## config.mk

```make
export PLATFORM = sky130hd
export DESIGN_NAME = bmp24_stream_writer_unit
export DESIGN_NICKNAME = d
export VERILOG_FILES = /design/src/hw/rtl/bmpw_pkg.sv /design/src/hw/rtl/bmpw_front.sv /design/src/hw/rtl/bmpw_queue.sv /design/src/hw/rtl/bmpw_back.sv /design/src/hw/rtl/bmp24_stream_writer_unit.sv
export SDC_FILE = /design/constraint.sdc
export NUM_CORES = 1
export LEC_CHECK = 0
export ABC_CLOCK_PERIOD_IN_PS = 9650
export BUFFER_PORTS_ARGS = -buffer_cell sky130_fd_sc_hd__buf_2
export CAP_MARGIN = 20
export CORE_UTILIZATION = 45
export DETAILED_ROUTE_END_ITERATION = 16
export SYNTH_ARGS = -nofsm -noshare
export SYNTH_HDL_FRONTEND = slang
export SYNTH_SLANG_ARGS = --single-unit
```

## constraint.sdc

```tcl
create_clock -name clk -period 9.65 [get_ports clk]
set_input_delay 0.965 -clock clk [delete_from_list [all_inputs] [get_ports clk]]
set_output_delay 0.965 -clock clk [all_outputs]
set_load 0.005 [all_outputs]
```

## src/hw/rtl/bmpw_pkg.sv

```systemverilog
// shared types, constants and header byte lookup for the bmp24 stream writer
package bmpw_pkg;

    localparam int MAX_WIDTH   = 16384;
    localparam int MAX_HEIGHT  = 16384;
    localparam int DIM_W       = 15;
    localparam int COL_W       = $clog2(MAX_WIDTH);
    localparam int ROW_W       = $clog2(MAX_HEIGHT);
    localparam int HDR_LEN     = 54;
    localparam int HDR_CNT_W   = $clog2(HDR_LEN);
    localparam int DATA_OFFSET = 54;
    localparam int INFO_SIZE   = 40;
    localparam int BIT_COUNT   = 24;
    localparam int PLANES      = 1;
    localparam int ROWB_W      = 16;
    localparam int PROD_W      = ROWB_W + DIM_W;
    localparam int FSIZE_W     = 32;
    localparam int QDEPTH      = 4;
    localparam int QPTR_W      = $clog2(QDEPTH);
    localparam int QCNT_W      = $clog2(QDEPTH + 1);

    typedef logic [7:0] pix_byte_t;
    typedef logic [DIM_W-1:0] dim_t;

    typedef enum logic [2:0] {
        FMT_BGR  = 3'd0,
        FMT_RGB  = 3'd1,
        FMT_BGRA = 3'd2,
        FMT_RGBA = 3'd3,
        FMT_ABGR = 3'd4,
        FMT_ARGB = 3'd5
    } fmt_t;

    typedef enum logic [1:0] {
        CFG_WIDTH  = 2'd0,
        CFG_HEIGHT = 2'd1,
        CFG_FORMAT = 2'd2
    } cfg_idx_t;

    typedef enum logic [1:0] {
        ST_HEAD  = 2'd0,
        ST_PIXEL = 2'd1,
        ST_PAD   = 2'd2
    } back_state_t;

    typedef struct packed {
        logic      hdr;
        pix_byte_t blue;
        pix_byte_t green;
        pix_byte_t red;
        logic [1:0] pad;
        logic      image_end;
    } entry_t;

    typedef struct packed {
        logic full;
        logic not_empty;
    } q_status_t;

    function automatic dim_t clamp_dim(input dim_t v, input dim_t maxv);
        dim_t r;
        if (v == '0)
        begin
            r = dim_t'(1);
        end
        else if (v > maxv)
        begin
            r = maxv;
        end
        else
        begin
            r = v;
        end
        return r;
    endfunction

    function automatic pix_byte_t header_byte(input logic [HDR_CNT_W-1:0] idx, input dim_t w,
                                              input dim_t h, input logic [FSIZE_W-1:0] fsize);
        logic [31:0] w32;
        logic [31:0] nh32;
        pix_byte_t   r;
        w32  = 32'(w);
        nh32 = 32'd0 - 32'(h);
        unique case (idx)
            6'd0:    r = 8'h42;
            6'd1:    r = 8'h4D;
            6'd2:    r = fsize[7:0];
            6'd3:    r = fsize[15:8];
            6'd4:    r = fsize[23:16];
            6'd5:    r = fsize[31:24];
            6'd10:   r = 8'(DATA_OFFSET);
            6'd14:   r = 8'(INFO_SIZE);
            6'd18:   r = w32[7:0];
            6'd19:   r = w32[15:8];
            6'd20:   r = w32[23:16];
            6'd21:   r = w32[31:24];
            6'd22:   r = nh32[7:0];
            6'd23:   r = nh32[15:8];
            6'd24:   r = nh32[23:16];
            6'd25:   r = nh32[31:24];
            6'd26:   r = 8'(PLANES);
            6'd28:   r = 8'(BIT_COUNT);
            default: r = 8'h00;
        endcase
        return r;
    endfunction

endpackage

```

## src/hw/rtl/bmpw_front.sv

```systemverilog
// front part: pixel acceptance, byte reordering and row/image position tracking
module bmpw_front (
    input  logic              clk,
    input  logic              rst_n,
    input  logic              in_valid,
    output logic              in_stall,
    input  bmpw_pkg::pix_byte_t byte0,
    input  bmpw_pkg::pix_byte_t byte1,
    input  bmpw_pkg::pix_byte_t byte2,
    input  bmpw_pkg::pix_byte_t byte3,
    input  bmpw_pkg::dim_t    w,
    input  bmpw_pkg::dim_t    h,
    input  logic [2:0]        fmt,
    input  bmpw_pkg::q_status_t q_status,
    output logic              push,
    output bmpw_pkg::entry_t  entry
);
    import bmpw_pkg::*;

    logic [COL_W-1:0] col_reg;
    logic [COL_W-1:0] col_next;
    logic [ROW_W-1:0] row_reg;
    logic [ROW_W-1:0] row_next;
    logic             hdr_sent_reg;
    logic             hdr_sent_next;
    logic             row_end;
    logic             image_end;

    assign in_stall  = q_status.full;
    assign push      = in_valid && !q_status.full;
    assign row_end   = (DIM_W'(col_reg) + DIM_W'(1)) >= w;
    assign image_end = row_end && ((DIM_W'(row_reg) + DIM_W'(1)) >= h);

    always_comb
    begin
        entry.hdr       = !hdr_sent_reg;
        entry.pad       = row_end ? w[1:0] : 2'd0;
        entry.image_end = image_end;
        unique case (fmt_t'(fmt))
            FMT_RGB, FMT_RGBA:
            begin
                entry.blue  = byte2;
                entry.green = byte1;
                entry.red   = byte0;
            end
            FMT_ABGR:
            begin
                entry.blue  = byte1;
                entry.green = byte2;
                entry.red   = byte3;
            end
            FMT_ARGB:
            begin
                entry.blue  = byte3;
                entry.green = byte2;
                entry.red   = byte1;
            end
            default:
            begin
                entry.blue  = byte0;
                entry.green = byte1;
                entry.red   = byte2;
            end
        endcase
    end

    always_comb
    begin
        col_next      = col_reg;
        row_next      = row_reg;
        hdr_sent_next = hdr_sent_reg;
        if (push)
        begin
            hdr_sent_next = 1'b1;
            if (row_end)
            begin
                col_next = '0;
                if (image_end)
                begin
                    row_next      = '0;
                    hdr_sent_next = 1'b0;
                end
                else
                begin
                    row_next = row_reg + ROW_W'(1);
                end
            end
            else
            begin
                col_next = col_reg + COL_W'(1);
            end
        end
    end

    always_ff @(posedge clk or negedge rst_n)
    begin
        if (!rst_n)
        begin
            col_reg      <= '0;
            row_reg      <= '0;
            hdr_sent_reg <= 1'b0;
        end
        else
        begin
            col_reg      <= col_next;
            row_reg      <= row_next;
            hdr_sent_reg <= hdr_sent_next;
        end
    end

endmodule

```

## src/hw/rtl/bmpw_queue.sv

```systemverilog
// short fifo of classified pixels between front and back
module bmpw_queue (
    input  logic               clk,
    input  logic               rst_n,
    input  logic               push,
    input  bmpw_pkg::entry_t   wr_entry,
    input  logic               pop,
    output bmpw_pkg::entry_t   head,
    output bmpw_pkg::q_status_t q_status
);
    import bmpw_pkg::*;

    entry_t            slot_reg [QDEPTH];
    logic [QPTR_W-1:0] wr_ptr_reg;
    logic [QPTR_W-1:0] rd_ptr_reg;
    logic [QCNT_W-1:0] count_reg;
    logic [QCNT_W-1:0] count_next;

    assign head               = slot_reg[rd_ptr_reg];
    assign q_status.full      = (count_reg == QCNT_W'(QDEPTH));
    assign q_status.not_empty = (count_reg != '0);

    always_comb
    begin
        count_next = count_reg;
        if (push && !pop)
        begin
            count_next = count_reg + QCNT_W'(1);
        end
        else if (pop && !push)
        begin
            count_next = count_reg - QCNT_W'(1);
        end
    end

    always_ff @(posedge clk)
    begin
        if (push)
        begin
            slot_reg[wr_ptr_reg] <= wr_entry;
        end
    end

    always_ff @(posedge clk or negedge rst_n)
    begin
        if (!rst_n)
        begin
            wr_ptr_reg <= '0;
            rd_ptr_reg <= '0;
            count_reg  <= '0;
        end
        else
        begin
            if (push)
            begin
                wr_ptr_reg <= wr_ptr_reg + QPTR_W'(1);
            end
            if (pop)
            begin
                rd_ptr_reg <= rd_ptr_reg + QPTR_W'(1);
            end
            count_reg <= count_next;
        end
    end

endmodule

```

## src/hw/rtl/bmpw_back.sv

```systemverilog
// back part: header, pixel and padding byte sequencer with output register
module bmpw_back (
    input  logic                clk,
    input  logic                rst_n,
    input  bmpw_pkg::entry_t    head,
    input  logic                head_valid,
    output logic                pop,
    input  bmpw_pkg::dim_t      w,
    input  bmpw_pkg::dim_t      h,
    output logic                out_valid,
    input  logic                out_stall,
    output bmpw_pkg::pix_byte_t out_byte,
    output logic                last_of_item,
    output logic                end_of_image
);
    import bmpw_pkg::*;

    back_state_t          state_reg;
    back_state_t          state_next;
    back_state_t          phase;
    logic [HDR_CNT_W-1:0] cnt_reg;
    logic [HDR_CNT_W-1:0] cnt_next;
    logic                 out_valid_reg;
    logic                 out_valid_next;
    pix_byte_t            out_byte_reg;
    logic                 last_reg;
    logic                 eoi_reg;
    logic [FSIZE_W-1:0]   fsize_reg;
    logic [ROWB_W-1:0]    row_bytes;
    logic [PROD_W-1:0]    prod;
    logic                 advance;
    logic                 done;
    pix_byte_t            byte_sel;

    // bytes per padded row, then total file size
    assign row_bytes = ROWB_W'({w, 1'b0}) + ROWB_W'(w) + ROWB_W'(w[1:0]);
    assign prod      = PROD_W'(row_bytes) * PROD_W'(h);

    always_ff @(posedge clk)
    begin
        fsize_reg <= FSIZE_W'(prod) + FSIZE_W'(HDR_LEN);
    end

    assign advance = head_valid && (!out_valid_reg || !out_stall);
    assign pop     = advance && done;

    always_comb
    begin
        phase = state_reg;
        if (state_reg == ST_HEAD && !head.hdr)
        begin
            phase = ST_PIXEL;
        end
    end

    always_comb
    begin
        state_next = state_reg;
        cnt_next   = cnt_reg;
        done       = 1'b0;
        byte_sel   = 8'h00;
        unique case (phase)
            ST_HEAD:
            begin
                byte_sel = header_byte(cnt_reg, w, h, fsize_reg);
                if (cnt_reg == HDR_CNT_W'(HDR_LEN - 1))
                begin
                    state_next = ST_PIXEL;
                    cnt_next   = '0;
                end
                else
                begin
                    cnt_next = cnt_reg + HDR_CNT_W'(1);
                end
            end
            ST_PIXEL:
            begin
                if (cnt_reg == HDR_CNT_W'(0))
                begin
                    byte_sel = head.blue;
                end
                else if (cnt_reg == HDR_CNT_W'(1))
                begin
                    byte_sel = head.green;
                end
                else
                begin
                    byte_sel = head.red;
                end
                if (cnt_reg == HDR_CNT_W'(2))
                begin
                    cnt_next = '0;
                    if (head.pad == 2'd0)
                    begin
                        done       = 1'b1;
                        state_next = ST_HEAD;
                    end
                    else
                    begin
                        state_next = ST_PAD;
                    end
                end
                else
                begin
                    state_next = ST_PIXEL;
                    cnt_next   = cnt_reg + HDR_CNT_W'(1);
                end
            end
            ST_PAD:
            begin
                byte_sel = 8'h00;
                if (cnt_reg[1:0] == head.pad - 2'd1)
                begin
                    done       = 1'b1;
                    state_next = ST_HEAD;
                    cnt_next   = '0;
                end
                else
                begin
                    cnt_next = cnt_reg + HDR_CNT_W'(1);
                end
            end
            default:
            begin
                state_next = ST_HEAD;
                cnt_next   = '0;
            end
        endcase
        if (!advance)
        begin
            state_next = state_reg;
            cnt_next   = cnt_reg;
        end
    end

    always_comb
    begin
        out_valid_next = out_valid_reg;
        if (advance)
        begin
            out_valid_next = 1'b1;
        end
        else if (!out_stall)
        begin
            out_valid_next = 1'b0;
        end
    end

    always_ff @(posedge clk or negedge rst_n)
    begin
        if (!rst_n)
        begin
            state_reg     <= ST_HEAD;
            cnt_reg       <= '0;
            out_valid_reg <= 1'b0;
        end
        else
        begin
            state_reg     <= state_next;
            cnt_reg       <= cnt_next;
            out_valid_reg <= out_valid_next;
        end
    end

    always_ff @(posedge clk)
    begin
        if (advance)
        begin
            out_byte_reg <= byte_sel;
            last_reg     <= done;
            eoi_reg      <= done && head.image_end;
        end
    end

    assign out_valid    = out_valid_reg;
    assign out_byte     = out_byte_reg;
    assign last_of_item = last_reg;
    assign end_of_image = eoi_reg;

endmodule

```

## src/hw/rtl/bmp24_stream_writer_unit.sv

```systemverilog
// Streams a 24-bit top-down BMP file one byte per beat from pixels given one per beat in
// raster order. Output moves one byte per cycle while a pixel is queued and out_stall is
// low: 3 bytes per pixel, up to 3 pad bytes per row end and 54 header bytes before each
// image's first pixel. A four-entry queue decouples pixel intake from the byte
// sequencer, so pixels are taken while earlier ones are still being sent. Width and
// height are clamped to 1..16384. Registers must be written only while no pixel is in
// flight; the block does not enforce this. A write between two pixels of an image
// applies from the next pixel on, and a header already sent stays as it was.
module bmp24_stream_writer_unit (
    input  logic       clk,
    input  logic       rst_n,
    input  logic       cfg_valid,
    output logic       cfg_ready,
    input  logic [1:0] cfg_index,
    input  logic [14:0] cfg_data,
    input  logic       in_valid,
    output logic       in_stall,
    input  logic [7:0] byte0,
    input  logic [7:0] byte1,
    input  logic [7:0] byte2,
    input  logic [7:0] byte3,
    output logic       out_valid,
    input  logic       out_stall,
    output logic [7:0] out_byte,
    output logic       last_of_item,
    output logic       end_of_image
);
    import bmpw_pkg::*;

    dim_t       width_reg;
    dim_t       height_reg;
    logic [2:0] format_reg;
    dim_t       w_eff;
    dim_t       h_eff;
    logic       push;
    logic       pop;
    entry_t     wr_entry;
    entry_t     head;
    q_status_t  q_status;

    assign cfg_ready = 1'b1;
    assign w_eff     = clamp_dim(width_reg, DIM_W'(MAX_WIDTH));
    assign h_eff     = clamp_dim(height_reg, DIM_W'(MAX_HEIGHT));

    always_ff @(posedge clk or negedge rst_n)
    begin
        if (!rst_n)
        begin
            width_reg  <= DIM_W'(1);
            height_reg <= DIM_W'(1);
            format_reg <= FMT_BGR;
        end
        else if (cfg_valid && cfg_ready)
        begin
            unique case (cfg_idx_t'(cfg_index))
                CFG_WIDTH:  width_reg  <= cfg_data;
                CFG_HEIGHT: height_reg <= cfg_data;
                CFG_FORMAT: format_reg <= cfg_data[2:0];
                default:    ;
            endcase
        end
    end

    bmpw_front u_front (
        .clk      (clk),
        .rst_n    (rst_n),
        .in_valid (in_valid),
        .in_stall (in_stall),
        .byte0    (byte0),
        .byte1    (byte1),
        .byte2    (byte2),
        .byte3    (byte3),
        .w        (w_eff),
        .h        (h_eff),
        .fmt      (format_reg),
        .q_status (q_status),
        .push     (push),
        .entry    (wr_entry)
    );

    bmpw_queue u_queue (
        .clk      (clk),
        .rst_n    (rst_n),
        .push     (push),
        .wr_entry (wr_entry),
        .pop      (pop),
        .head     (head),
        .q_status (q_status)
    );

    bmpw_back u_back (
        .clk          (clk),
        .rst_n        (rst_n),
        .head         (head),
        .head_valid   (q_status.not_empty),
        .pop          (pop),
        .w            (w_eff),
        .h            (h_eff),
        .out_valid    (out_valid),
        .out_stall    (out_stall),
        .out_byte     (out_byte),
        .last_of_item (last_of_item),
        .end_of_image (end_of_image)
    );

    a_eoi_is_last: assert property (@(posedge clk) disable iff (!rst_n)
        out_valid && end_of_image |-> last_of_item)
        else $error("end of image without last byte of pixel");

    a_out_from_queue: assert property (@(posedge clk) disable iff (!rst_n)
        $rose(out_valid) |-> $past(q_status.not_empty))
        else $error("output beat without a queued pixel");

    a_pop_needs_entry: assert property (@(posedge clk) disable iff (!rst_n)
        pop |-> q_status.not_empty)
        else $error("queue popped while empty");

endmodule

```

## Yosys cells after proc, flatten, opt, wreduce, memory -nomap -nowiden

Memory sizes are Yosys's and may differ from the RTL's.
Index checks and enable logic that the tools add are counted.

- Bits in registers: 120
- Memory bits (writable): 112
- Output and inout port bits: 13
- Memories kept: 1

Memories:

| memory | depth | width | rd ports | clocked after Yosys merged registers in | wr ports | RTL line | text |
|---|---|---|---|---|---|---|---|
| u_queue.slot_reg | 4 | 28 | 1 | 0 | 1 | bmpw_queue.sv:13 | `entry_t slot_reg [QDEPTH];` |

- Add/sub/neg operators: 14
- $mul: 1
- Magnitude comparators: 4
- Eq/ne operators: 29
- Multiplexer cells: 34
- Reduce and logical (&&, ||, !) cells: 31

Operators with widths:

| cell | number |
|---|---|
| 8-bit case mux with 16 select lines | 1 |
| 24-bit case mux with 3 select lines | 1 |
| 15-bit two-way mux | 4 |
| 6-bit by 5-bit == test with 1-bit output, second input constant | 8 |
| 31-bit by 6-bit adder with 32-bit output, second input constant | 1 |
| 16-bit by 15-bit multiplier with 31-bit output | 1 |
| 14-bit by 1-bit adder with 15-bit output, second input constant | 2 |
| 15-bit >= comparator | 2 |
| 15-bit > comparator, second input constant | 2 |
| 15-bit logical NOT | 2 |
| 14-bit by 1-bit adder with 14-bit output, second input constant | 2 |
| 14-bit two-way mux | 2 |
| 6-bit two-way mux | 3 |
| 6-bit case mux with 3 select lines | 1 |
| 16-bit by 15-bit adder with 16-bit output | 1 |
| 16-bit by 2-bit adder with 16-bit output | 1 |
| 8-bit two-way mux | 2 |
| 8-bit case mux with 2 select lines | 1 |
| 1-bit by 15-bit subtractor with 16-bit output, first input constant | 1 |
| 6-bit by 2-bit == test with 1-bit output, second input constant | 2 |
| 6-bit by 3-bit == test with 1-bit output, second input constant | 2 |
| 6-bit by 4-bit == test with 1-bit output, second input constant | 2 |
| 2-bit two-way mux | 6 |
| 3-bit == test, second input constant | 3 |
| other kinds (27) | 60 |

## Longest topological paths before layout

An unclocked memory read counts as a cell.

- Word-level depth: 10
- Depth in mapped cells: 37
- Mapped depth without buffers: 37

## Modules after synthesis

From an unflattened synthesis, not the netlist that was laid out.

- Cells, all modules: 1,929
- Area total of the unflattened synthesis: 19,770.2 um2

By module, submodules not included:

| module | instances | cells each | area each (um2) | seq. area each (um2) |
|---|---|---|---|---|
| bmpw_back | 1 | 1,238 | 10,754.1 | 1,126.1 |
| bmpw_queue | 1 | 180 | 4,436.8 | 3,538.4 |
| bmpw_front | 1 | 396 | 3,064.2 | 725.7 |
| bmp24_stream_writer_unit | 1 | 115 | 1,515.2 | 828.3 |

## Least setup slack after synthesis

Ideal clock, no wire load.

- Path type: register to register
- Start point: register width_reg[14]
- End point: register u_back.fsize_reg[31]
- Library setup time: 0.120 ns
- Arrival: 8.823 ns
- Data required time: 9.530 ns
- Setup slack: 0.706 ns
- Cell stages (with the launch flop): 36
- Path buffers: 2
- Period minus slack after synthesis: 8.944 ns
- Cells stage by stage: dfrtp_1 -> inv_1 -> buf_1 -> nand2_1 -> inv_1 -> fa_1 -> ha_1 -> fa_1 -> a21o_1 -> a21oi_2 -> o21bai_1 -> a21oi_2 -> o21bai_1 -> a41o_1 -> nor2_1 -> xnor2_1 -> clkbuf_1 -> nand2_1 -> fa_1 -> fa_1 -> inv_1 -> fa_1 -> fa_1 -> fa_1 -> inv_1 -> fa_1 -> inv_1 -> ha_1 -> nand4_1 -> or3_1 -> a21o_1 -> a2111oi_4 -> a31oi_1 -> o21ai_1 -> a21oi_1 -> xnor2_1

- Word-level cells in the longest chain between the ends: 7
- Elaborated cells between the ends (all ways): 8
- Classes of those cells: 3 x add/sub; 1 x mul; 1 x order compare; 2 x mux; 1 x reduce/logical

Ends and longest elaborated chain:

| element | RTL line | text |
|---|---|---|
| start, declared | bmp24_stream_writer_unit.sv:30 | `dim_t width_reg;` |
| start signal, assigned | bmp24_stream_writer_unit.sv:56 | `CFG_WIDTH: width_reg <= cfg_data;` |
| 15-bit > comparator | bmpw_pkg.sv:66 | `else if (v > maxv)` |
| 15-bit two-way mux | bmpw_pkg.sv:66 |  |
| 15-bit two-way mux * | bmpw_pkg.sv:62 | `if (v == '0)` |
| 16-bit by 15-bit adder with 16-bit output | bmpw_back.sv:36 | `assign row_bytes = ROWB_W'({w, 1'b0}) + ROWB_W'(w) + ROWB_W'(w[1:0]);` |
| 16-bit by 2-bit adder with 16-bit output * | bmpw_back.sv:36 |  |
| 16-bit by 15-bit multiplier with 31-bit output * | bmpw_back.sv:37 | `assign prod = PROD_W'(row_bytes) * PROD_W'(h);` |
| 31-bit by 6-bit adder with 32-bit output * | bmpw_back.sv:41 | `fsize_reg <= FSIZE_W'(prod) + FSIZE_W'(HDR_LEN);` |
| end signal, assigned | bmpw_back.sv:41 |  |
| end, declared | bmpw_back.sv:28 | `logic [FSIZE_W-1:0] fsize_reg;` |

Mark *: on every way between the ends. The rest lies on a longest branch, timed or not.
A chain may end at the register's enable or synchronous reset.

## Worst setup path after layout

- Start point: register width_reg[13]
- End point: register u_back.fsize_reg[31]

The elaborated chain is that of the path after synthesis.

==> reports/metrics.cfg <==
[status]
status=completed

[critical_path]
r2r-end=u_back.fsize_reg[31]
arrival_ns=9.77
timing.rr.start=width_reg[13]
cp_common_cell=fa_1
r2r_cells=35
r2r_setup_slack_ns=0.32
critPathTopFamily=adder cells
required_ns=10.10
critical-path-max-stage-delay_ns=0.54
crit_fanout=5
crit_path_end_kind=flop
crit_path_start_kind=flop
path_buf_inv=4
critPathSlowestCell=fa_1
path_class=flop to flop

[route]
viasPerCell=5.47
drt_iter0_markers=825
routed_wl_um=49100
post_drt_wl_per_cell_um=19.2
drc=0
num_vias=13973
ant_nets=0
drt_first_pass_iters=5

[global_routing]
antenna_found_initial=0
track_usage=0.229
gr-total-overflow=0
grt_pass1_vias=13965
grt_pass1_wl_um=77700
grt_start_max_net_pins=74

[yosys]
async_reset_ff_frac=0.339
yosysWarnings=0
synth_edf_count=122
ys_seq_area_frac=0.323
synthTopCellsByArea=edfxtp_1, fa_1, ha_1
synth_largest_area_cell=edfxtp_1
ys_seq_elements=230
synth_area_um2=19300
synth_cells=1915
ys.flop_type=edfxtp_1
synth_top_area_share=0.190
postSynthNetCount=2307
synthDistinctLibCells=71
synth_commonest_cells=inv_1, nand2_1, ha_1
avgSynthCellArea_um2=10.1

[floorplanning]
die_y_um=209
ios=67
fp.coreArea_um2=42100
start_util=0.458
die_x_um=209
die_area_um2=43700
rows=75

[cells_and_area]
fin_util=0.509
largest_register_ff_count=112
layoutNonFillerInstCount=2555
drive_gt1_frac=0.137
n_antenna_cell=0
area_growth_pct=11.3
nets=2389

[place]
gp_congestion=0.916
port_buffers=65
dp_hpwl_um=37900
dp.cells=2501
pre_cts_ws_ns=0.173

[timing]
timing.final.hold_violations=0
clock.fmax_ghz=0.107
finalCritPeriodShare=0.966
layout_min_cycle_time_ns=9.33
finClkSkew_ns=0.0186
setup_slack_ns=0.324
slew_viol_final=0
setup_viol=0
worstMarginPinSlew_ns=1.05
whs_ns=0.199
relSlewSlack=0.292

[clock_tree]
clk_pin_slew_worst_paths_ns=0.07
cts_hold_buf=0
clock_latency_ns=0.56
clock_path_buffers=3
cts_root_buf=clkbuf_16
clkSinkCount=230
cts_buffers=25
cts_tree=done
h-tree-depth=1

[min_path]
hold_class=input port to asynchronous set/reset pin

[flow_run]
cap_violations=0

## cell usage in the layout (no fill, tap or decap), types with 10 or more instances in the layout
master     synthesis  final
inv_1            256    254
nand2_1          256    253
ha_1             178    175
fa_1             160    158
edfxtp_1         122    122
nor2_1           122    120
o21ai_0          110    110
dfrtp_1           76     75
buf_2              6     64
buf_4              1     59
xnor2_1           60     55
and2_1            43     43
a21oi_1           45     43
mux2_2            40     40
nand3_1           31     31
dfxtp_1           30     30
xor2_1            29     28
mux4_2            28     28
mux2i_1           25     25
clkbuf_16          0     25
and3_1            22     22
nand2b_1          20     20
nor2b_1           20     19
nor3_1            12     12
a21o_1            11     11
nand4_1           10     10
## metal layers
metal	share of wire	vias up	GRT usage
met5	0	-	0
li1	-	6575	-
met1	0.45	6941	0.315
met3	0.043	78	0.0212
met2	0.48	379	0.385
met4	0.030	0	0.0664
## final cells by class
class                           instances  area (um^2)
Clock buffer                           33          676
Clock inverter                         13          164
Fill cell                            3911        20700
Inverter                              264          991
Multi-Input combinational cell       1352        12000
Sequential cell                       230         6220
Tap cell                              539          674
Timing Repair Buffer                  124          778
## logic make-up after synthesis
kind of cell,Yosys count,synth area share
compound gates,261,0.0856
fa+ha+maj,338,0.282
simple gates,570,0.135
flops,230,0.323
buf+inv,333,0.0654
other cells,1,0.000194
xor+xnor,89,0.0404
mux,93,0.0690
## how the worst max path moves through the flow
stage	to	cells past startpoint	slack, ns	from
after floorplan	u_back.fsize_reg[31]	35	0.71	width_reg[14]
after global placement	u_back.fsize_reg[31]	37	0.34	width_reg[9]
after detailed placement	u_back.fsize_reg[31]	35	0.17	width_reg[9]
after CTS	u_back.fsize_reg[31]	35	0.12	width_reg[9]
after global routing	u_back.fsize_reg[31]	35	-0.07	width_reg[13]
final	u_back.fsize_reg[31]	35	0.32	width_reg[13]
## through the flow
stage	TNS, ns	cell area, um^2
after floorplan	0	19300
after CTS	0	21300
final	0	21500
after global routing	-0.100	21500
after detailed placement	0	20400
after global placement	0	20400
## repair_timing
action	in CTS	in global routing
gates resized for setup	0	27
setup buffers	0	7
endpoints found under the setup margin	0	8
hold endpoints to repair	0	0
Power is not shown: default switching activity piles up to over one toggle a cycle in this logic, so the estimate is an artifact.
